==> config.mk <==
export PLATFORM = sky130hd
export DESIGN_NAME = lfu_cache_table
export DESIGN_NICKNAME = d
export VERILOG_FILES = /design/src/rtl/core/lfu_pkg.sv /design/src/rtl/core/lfu_cache_table.sv
export SDC_FILE = /design/constraint.sdc
export NUM_CORES = 2
export LEC_CHECK = 0
export BUFFER_PORTS_ARGS = -buffer_cell sky130_fd_sc_hd__buf_2
export CORE_UTILIZATION = 51
export CTS_BUF_LIST = sky130_fd_sc_hd__clkbuf_4 sky130_fd_sc_hd__clkbuf_8
export CTS_CLUSTER_SIZE = 24
export DETAILED_ROUTE_END_ITERATION = 16
export GPL_TIMING_DRIVEN = 0
export PLACE_DENSITY = 0.72
export SYNTH_ARGS = -nofsm -noshare
export SYNTH_HDL_FRONTEND = slang
export SYNTH_SLANG_ARGS = --single-unit
export TNS_END_PERCENT = 30
==> constraint.sdc <==
create_clock -name clk -period 7.2 [get_ports clk]
set_input_delay 1.44 -clock clk [delete_from_list [all_inputs] [get_ports clk]]
set_output_delay 1.44 -clock clk [all_outputs]
set_load 0.1 [all_outputs]
==> src/rtl/core/lfu_pkg.sv <==
// ----------------------------------------------------------------------------
// lfu_pkg
// Shared widths, codes and defaults for the LFU cache table.
// ----------------------------------------------------------------------------
package lfu_pkg;

  localparam int TABLE_ENTRIES_DEF = 16;

  localparam int KEY_W = 32;
  localparam int VAL_W = 32;
  localparam int CNT_W = 32;
  localparam int CAP_W = 5;

  localparam logic [CAP_W-1:0] CAP_RESET = 5'd16;
  localparam logic [CNT_W-1:0] COUNT_MAX = {CNT_W{1'b1}};
  localparam logic [CNT_W-1:0] COUNT_ONE = CNT_W'(1);

  localparam logic CMD_GET = 1'b0;
  localparam logic CMD_PUT = 1'b1;

endpackage

==> src/rtl/core/lfu_cache_table.sv <==
// ----------------------------------------------------------------------------
// lfu_cache_table
// Key/value cache, least-frequently-used eviction with least-recently-used
// tie break. Entries live in memories walked by one scan sequencer.
// A request is taken only when idle; it runs a scan pass over all entries,
// then a decide step that offers the result on m_tvalid, and for a hit or
// an insert a recency pass, before the next request is taken.
// A held result stalls the decide step until m_tready; both passes are bound
// by the single read port of the entry memories.
// Reset clears valid marks and occupancy and sets the capacity to 16.
// ----------------------------------------------------------------------------
module lfu_cache_table #(
  parameter int TABLE_ENTRIES = lfu_pkg::TABLE_ENTRIES_DEF
) (
  input  logic                      clk,
  input  logic                      rst,
  input  logic                      cfg_write,
  input  logic [lfu_pkg::CAP_W-1:0] cfg_data,
  input  logic                      s_tvalid,
  output logic                      s_tready,
  input  logic [63:0]               s_tdata,   // lookup_key, write_value
  input  logic [0:0]                s_tuser,   // command
  output logic                      m_tvalid,
  input  logic                      m_tready,
  output logic [63:0]               m_tdata,   // read_value, evicted_key
  output logic [1:0]                m_tuser    // hit, evicted
);

  localparam int N    = TABLE_ENTRIES;
  localparam int IW   = (N > 1) ? $clog2(N) : 1;
  localparam int CW   = $clog2(N + 1);
  localparam int CMPW = (CW > lfu_pkg::CAP_W) ? CW : lfu_pkg::CAP_W;
  localparam int KW   = lfu_pkg::KEY_W;
  localparam int VW   = lfu_pkg::VAL_W;
  localparam int NW   = lfu_pkg::CNT_W;

  localparam logic [1:0] ST_IDLE   = 2'd0;
  localparam logic [1:0] ST_SCAN   = 2'd1;
  localparam logic [1:0] ST_DECIDE = 2'd2;
  localparam logic [1:0] ST_RANK   = 2'd3;

  logic [1:0] state;

  logic [KW-1:0] key_mem  [N];
  logic [VW-1:0] val_mem  [N];
  logic [NW-1:0] cnt_mem  [N];
  logic [IW-1:0] rank_mem [N];
  logic [N-1:0]  valid;

  logic [KW-1:0] rd_key;
  logic [VW-1:0] rd_val;
  logic [NW-1:0] rd_cnt;
  logic [IW-1:0] rd_rank;

  logic [lfu_pkg::CAP_W-1:0] capacity;
  logic [CW-1:0] occ;

  logic          cmd_r;
  logic [KW-1:0] key_r;
  logic [VW-1:0] val_r;

  logic [CW-1:0] cnt;
  logic          pend;
  logic [IW-1:0] pidx;

  logic          found;
  logic [IW-1:0] midx;
  logic [IW-1:0] mrank;
  logic [NW-1:0] mcnt;
  logic [VW-1:0] mval;
  logic          vfound;
  logic [IW-1:0] vidx;
  logic [IW-1:0] vrank;
  logic [NW-1:0] vcnt;
  logic [KW-1:0] vkey;
  logic          ffound;
  logic [IW-1:0] fidx;

  logic [IW-1:0] tgt;
  logic [IW-1:0] rref;
  logic          rall;

  logic          out_hit;
  logic          out_ev;
  logic [VW-1:0] out_rd;
  logic [KW-1:0] out_evkey;

  logic [IW-1:0]   raddr;
  logic [CMPW-1:0] cap_eff;
  logic            evict_c;
  logic [IW-1:0]   slot_c;
  logic [NW-1:0]   count_inc;
  logic            do_hit_upd;
  logic            do_insert;
  logic            go;
  logic [IW-1:0]   wa;
  logic            key_we;
  logic            val_we;
  logic            cnt_we;
  logic [NW-1:0]   cnt_wd;
  logic [VW-1:0]   val_wd;
  logic            rank_we;
  logic [IW-1:0]   rank_wd;
  logic            scan_end;

  assign s_tready = (state == ST_IDLE);
  assign m_tdata  = {out_evkey, out_rd};
  assign m_tuser  = {out_ev, out_hit};
  assign raddr    = cnt[IW-1:0];
  assign scan_end = (cnt == CW'(N)) && pend;

  always_comb begin
    cap_eff = (CMPW'(capacity) > CMPW'(N)) ? CMPW'(N) : CMPW'(capacity);
    evict_c = vfound && (CMPW'(occ) >= cap_eff);
    slot_c  = (ffound && (!evict_c || (fidx < vidx))) ? fidx : vidx;
    count_inc  = (mcnt == lfu_pkg::COUNT_MAX) ? mcnt : mcnt + lfu_pkg::COUNT_ONE;
    do_hit_upd = found && ((cmd_r == lfu_pkg::CMD_GET) || (cap_eff != '0));
    do_insert  = (cmd_r == lfu_pkg::CMD_PUT) && (cap_eff != '0) && !found;
    go     = (state == ST_DECIDE) && (!m_tvalid || m_tready);
    wa     = do_insert ? slot_c : midx;
    key_we = go && do_insert;
    val_we = go && (cmd_r == lfu_pkg::CMD_PUT) && (do_insert || do_hit_upd);
    cnt_we = go && (do_insert || do_hit_upd);
    cnt_wd = do_insert ? lfu_pkg::COUNT_ONE : count_inc;
    val_wd = val_r;
    rank_we = (state == ST_RANK) && pend &&
              ((pidx == tgt) || (valid[pidx] && (rall || (rd_rank < rref))));
    rank_wd = (pidx == tgt) ? '0 : rd_rank + IW'(1);
  end

  always_ff @(posedge clk) begin
    if (key_we) key_mem[wa] <= key_r;
    if (val_we) val_mem[wa] <= val_wd;
    if (cnt_we) cnt_mem[wa] <= cnt_wd;
    rd_key <= key_mem[raddr];
    rd_val <= val_mem[raddr];
    rd_cnt <= cnt_mem[raddr];
  end

  always_ff @(posedge clk) begin
    if (rank_we) rank_mem[pidx] <= rank_wd;
    rd_rank <= rank_mem[raddr];
  end

  always_ff @(posedge clk) begin
    if (rst) begin
      state    <= ST_IDLE;
      valid    <= '0;
      occ      <= '0;
      capacity <= lfu_pkg::CAP_RESET;
      m_tvalid <= 1'b0;
      pend     <= 1'b0;
      cnt      <= '0;
    end else begin
      if (cfg_write) capacity <= cfg_data;
      if (go) begin
        m_tvalid <= 1'b1;
      end else if (m_tready) begin
        m_tvalid <= 1'b0;
      end

      unique case (state) inside
        ST_IDLE: begin
          if (s_tvalid) begin
            cmd_r  <= s_tuser[0];
            key_r  <= s_tdata[KW-1:0];
            val_r  <= s_tdata[KW+VW-1:KW];
            found  <= 1'b0;
            vfound <= 1'b0;
            ffound <= 1'b0;
            cnt    <= '0;
            pend   <= 1'b0;
            state  <= ST_SCAN;
          end
        end

        ST_SCAN, ST_RANK: begin
          if (cnt != CW'(N)) begin
            pend <= 1'b1;
            pidx <= cnt[IW-1:0];
            cnt  <= cnt + CW'(1);
          end else begin
            pend <= 1'b0;
          end
          if (state == ST_SCAN && pend) begin
            if (valid[pidx]) begin
              if (!found && rd_key == key_r) begin
                found <= 1'b1;
                midx  <= pidx;
                mrank <= rd_rank;
                mcnt  <= rd_cnt;
                mval  <= rd_val;
              end
              if (!vfound || rd_cnt < vcnt || (rd_cnt == vcnt && rd_rank > vrank)) begin
                vfound <= 1'b1;
                vidx   <= pidx;
                vrank  <= rd_rank;
                vcnt   <= rd_cnt;
                vkey   <= rd_key;
              end
            end else if (!ffound) begin
              ffound <= 1'b1;
              fidx   <= pidx;
            end
          end
          if (scan_end) begin
            state <= (state == ST_SCAN) ? ST_DECIDE : ST_IDLE;
          end
        end

        ST_DECIDE: begin
          if (go) begin
            out_hit   <= do_hit_upd;
            out_rd    <= (cmd_r == lfu_pkg::CMD_GET && found) ? mval : '0;
            out_ev    <= do_insert && evict_c;
            out_evkey <= (do_insert && evict_c) ? vkey : '0;
            tgt  <= wa;
            rref <= found ? mrank : vrank;
            rall <= do_insert && !evict_c;
            cnt  <= '0;
            pend <= 1'b0;
            if (do_insert) begin
              if (evict_c) valid[vidx] <= 1'b0;
              else         occ <= occ + CW'(1);
              valid[slot_c] <= 1'b1;
            end
            state <= (do_insert || do_hit_upd) ? ST_RANK : ST_IDLE;
          end
        end

        default: state <= ST_IDLE;
      endcase
    end
  end

endmodule

==> results.json <==
{
  "whs_ps": 393,
  "ant_nets": 0,
  "netlist_area_mm2": 0.0761,
  "hold_viol": 0,
  "drt_iter0_drc": 4670,
  "path_common_cell": "nor2_1",
  "cts_post_setup_buffers_inserted": 0,
  "grt_pass1_wl_um": 256000,
  "p_sw_w": 0.00479,
  "tightest_slew_ps": 1480,
  "synth_top_cells_by_area": "edfxtp_1 (75%), mux4_2 (15%), dfxtp_1 (3.6%)",
  "multi_input_area_mm2": 0.0160,
  "syn_nets": 3511,
  "post-route-util_pct": 59.2,
  "p_sw_share_pct": 20.6,
  "p_per_area_mw_per_mm2": 266,
  "grt_pass1_vias": 37600,
  "crit_type": "reg -> reg",
  "reg2reg_to": "cnt_mem[13][16]$_DFFE_PP_",
  "peakVddDrop_mv": 0.187,
  "design_area_mm2": 0.0875,
  "crit_start": "found$_DFFE_PP_",
  "crit_slowest_cell": "nor2_4",
  "die_h_um": 388,
  "internal_power_w": 0.0185,
  "ys.flop_type": "edfxtp_1",
  "synthesis.instances": 3384,
  "dp_hpwl_um": 111000,
  "leakage_nw": 27.6,
  "cts_resized": 0,
  "timing.fmax_mhz": 206,
  "place_congestion": 0.862,
  "grt_max_degree": 28,
  "worstPathArrival_ps": 5490,
  "synth_top_cell_area_share_pct": 74.8,
  "cp_cell_sequence": "clkbuf_1 -> nor2b_1 -> nor2_1 -> nor2_1 -> nand3_1 -> nor2_4 -> buf_12",
  "clkPwrFrac_pct": 41.0,
  "crit-reg2reg-launch": "found$_DFFE_PP_",
  "place_area_mm2": 0.0812,
  "critPathCapture": "cnt_mem[13][16]$_DFFE_PP_",
  "cts_hold_buf": 0,
  "via_count": 37200,
  "clk_latency_ps": 1000,
  "rsz0062_at_grt": "no",
  "fin_crit_sh_pct": 67.4,
  "min_path_type": "reg -> reg",
  "cts-root-buf": "clkbuf_8",
  "r2r_slack_ps": 2350,
  "die_area_mm2": 0.151,
  "yosysMostFrequentCell": "edfxtp_1",
  "ioPinCount": 143,
  "nFillCells": 10100,
  "cts-htree-levels": 5,
  "drv_cap": 0,
  "yosysWarnings": 0,
  "slowest_delay_ps": 1020,
  "cp.required_ps": 7830,
  "postSynth.asyncResetShare_pct": 0,
  "postRouteWirelength_um": 178000,
  "cts_tree": "done",
  "cp_max_fo": 18,
  "antenna_found_initial": 9,
  "rr_worst_depth": 7,
  "p_comb_share_pct": 3.2,
  "drive_gt1_share_pct": 31.3,
  "tritoncts.num_buffers": 322,
  "synth_cell_types": 68,
  "grt_usage_pct": 23.8,
  "seq_area_mm2": 0.0596,
  "slew_viol_final": 0,
  "drc": 0,
  "initial_utilization_pct": 51.5,
  "finalClockSkew_ps": 74.0,
  "critPathTopFamily": "simple AND/OR/NAND/NOR gates",
  "end_kind": "register",
  "via_per_inst": 6.10,
  "syn_avg_cell_area_um2": 22.5,
  "path_buf_inv": 2,
  "outcome": "finished, final reports clean",
  "pwr-share-seq_pct": 55.8,
  "start_kind": "register",
  "ys_seq_elements": 2030,
  "core-area_mm2": 0.148,
  "nNetsFinal": 4048,
  "clk_pin_slew_ps": 70,
  "period_minus_slack_ps": 4850,
  "cts.path.max_buffers": 4,
  "synth_commonest_cells": "edfxtp_1 (1895), mux4_2 (505), dfxtp_1 (135)",
  "cts_sinks": 2030,
  "yosysTopAreaCell": "edfxtp_1",
  "cp_num_cells": 7,
  "slew_headroom_pct": 1.09,
  "syn_to_final_growth_pct": 15.0,
  "drtPass1Iterations": 6,
  "wire_per_inst_um": 29.2,
  "rows": 141,
  "finalSetupViolCount": 0,
  "synth_edf_count": 1895,
  "ys_seq_area_share_pct": 78.3,
  "grt_overflow": 0,
  "die_x_um": 388,
  "port-buffer-count": 141
}
## how the worst min path moves through the flow
stage / from / to / cells after the start
6_report: rd_val[4]$_DFF_P_ / mval[4]$_DFFE_PP_ / 0
3_5_place_dp: rd_val[1]$_DFF_P_ / mval[1]$_DFFE_PP_ / 0
4_1_cts: rd_val[29]$_DFF_P_ / mval[29]$_DFFE_PP_ / 0
2_1_floorplan: rd_val[0]$_DFF_P_ / mval[0]$_DFFE_PP_ / 0
5_1_grt: rd_val[4]$_DFF_P_ / mval[4]$_DFFE_PP_ / 0
3_3_place_gp: rd_val[3]$_DFF_P_ / mval[3]$_DFFE_PP_ / 0
## power by group through the flow
stage	combinational, W	clock (W)	sequential [W]
3_3_place_gp	0.000725	0	0.0132
6_report	0.000746	0.00955	0.0130
5_1_grt	0.000791	0.0102	0.0130
4_1_cts	0.000752	0.00968	0.0130
2_1_floorplan	0.000504	0	0.0132
3_5_place_dp	0.000749	0	0.0132
## routing by layer
layer / global-route usage, % / routed length (um) / share of wire (%)
met4: 8.21 / 5470 / 3.1
met2: 37.7 / 86300 / 48
met3: 6.16 / 17800 / 10
met5: 0 / 27 / 0.015
met1: 32.3 / 68600 / 38
## kinds of logic after synthesis
kind of cell / Yosys count / synth area share (%)
flops: 2030 / 78.3
fa+ha+maj: 52 / 0.855
compound gates: 129 / 1.23
xor+xnor: 73 / 0.840
simple gates: 373 / 2.56
mux: 514 / 15.1
buf+inv: 213 / 1.12
## cells in the final DEF, fill, tap and decap left out, drive strengths merged, types with 44 or more instances in the layout
cell type,n
and3,44
buf,261
clkbuf,572
clkinv,84
dfxtp,135
edfxtp,1895
ha,52
inv,64
mux4,505
nor2,115
## metrics by stage
step | total power, W | setup TNS, ps | instances | worst slack [ps]
floorplan | 0.0137 | 0 | 3384 | 1200
global placement | 0.0140 | -466900 | 5455 | -2290
detailed placement | 0.0140 | 0 | 5527 | 2290
CTS | 0.0234 | 0 | 6092 | 2470
global route | 0.0240 | 0 | 6093 | 2330
finish | 0.0233 | 0 | 6094 | 2350
## sequential cells by signal, summed over array words and instances (netlist names), 5 cells and up
name / cells
rd_val: 32
valid: 16
mval: 32
val_r: 32
rank_mem: 64
vcnt: 32
mcnt: 32
key_mem: 512
rd_cnt: 32
occ: 5
cnt_mem: 512
out_evkey: 32
capacity: 5
out_rd: 32
vkey: 32
rd_key: 32
key_r: 32
cnt: 5
val_mem: 512
## layout make-up
cell class                 count  area share, %
sequential                  2030           68.1
multi-input combinational   1141           18.3
clock buffer                 467           6.53
tap                         1930           2.76
timing repair buffer         213           2.64
buffer                       154          0.725
clock inverter                98          0.652
inverter                      59          0.253
antenna                        2        0.00572
No activity file was read; power rests on OpenSTA's default activity.
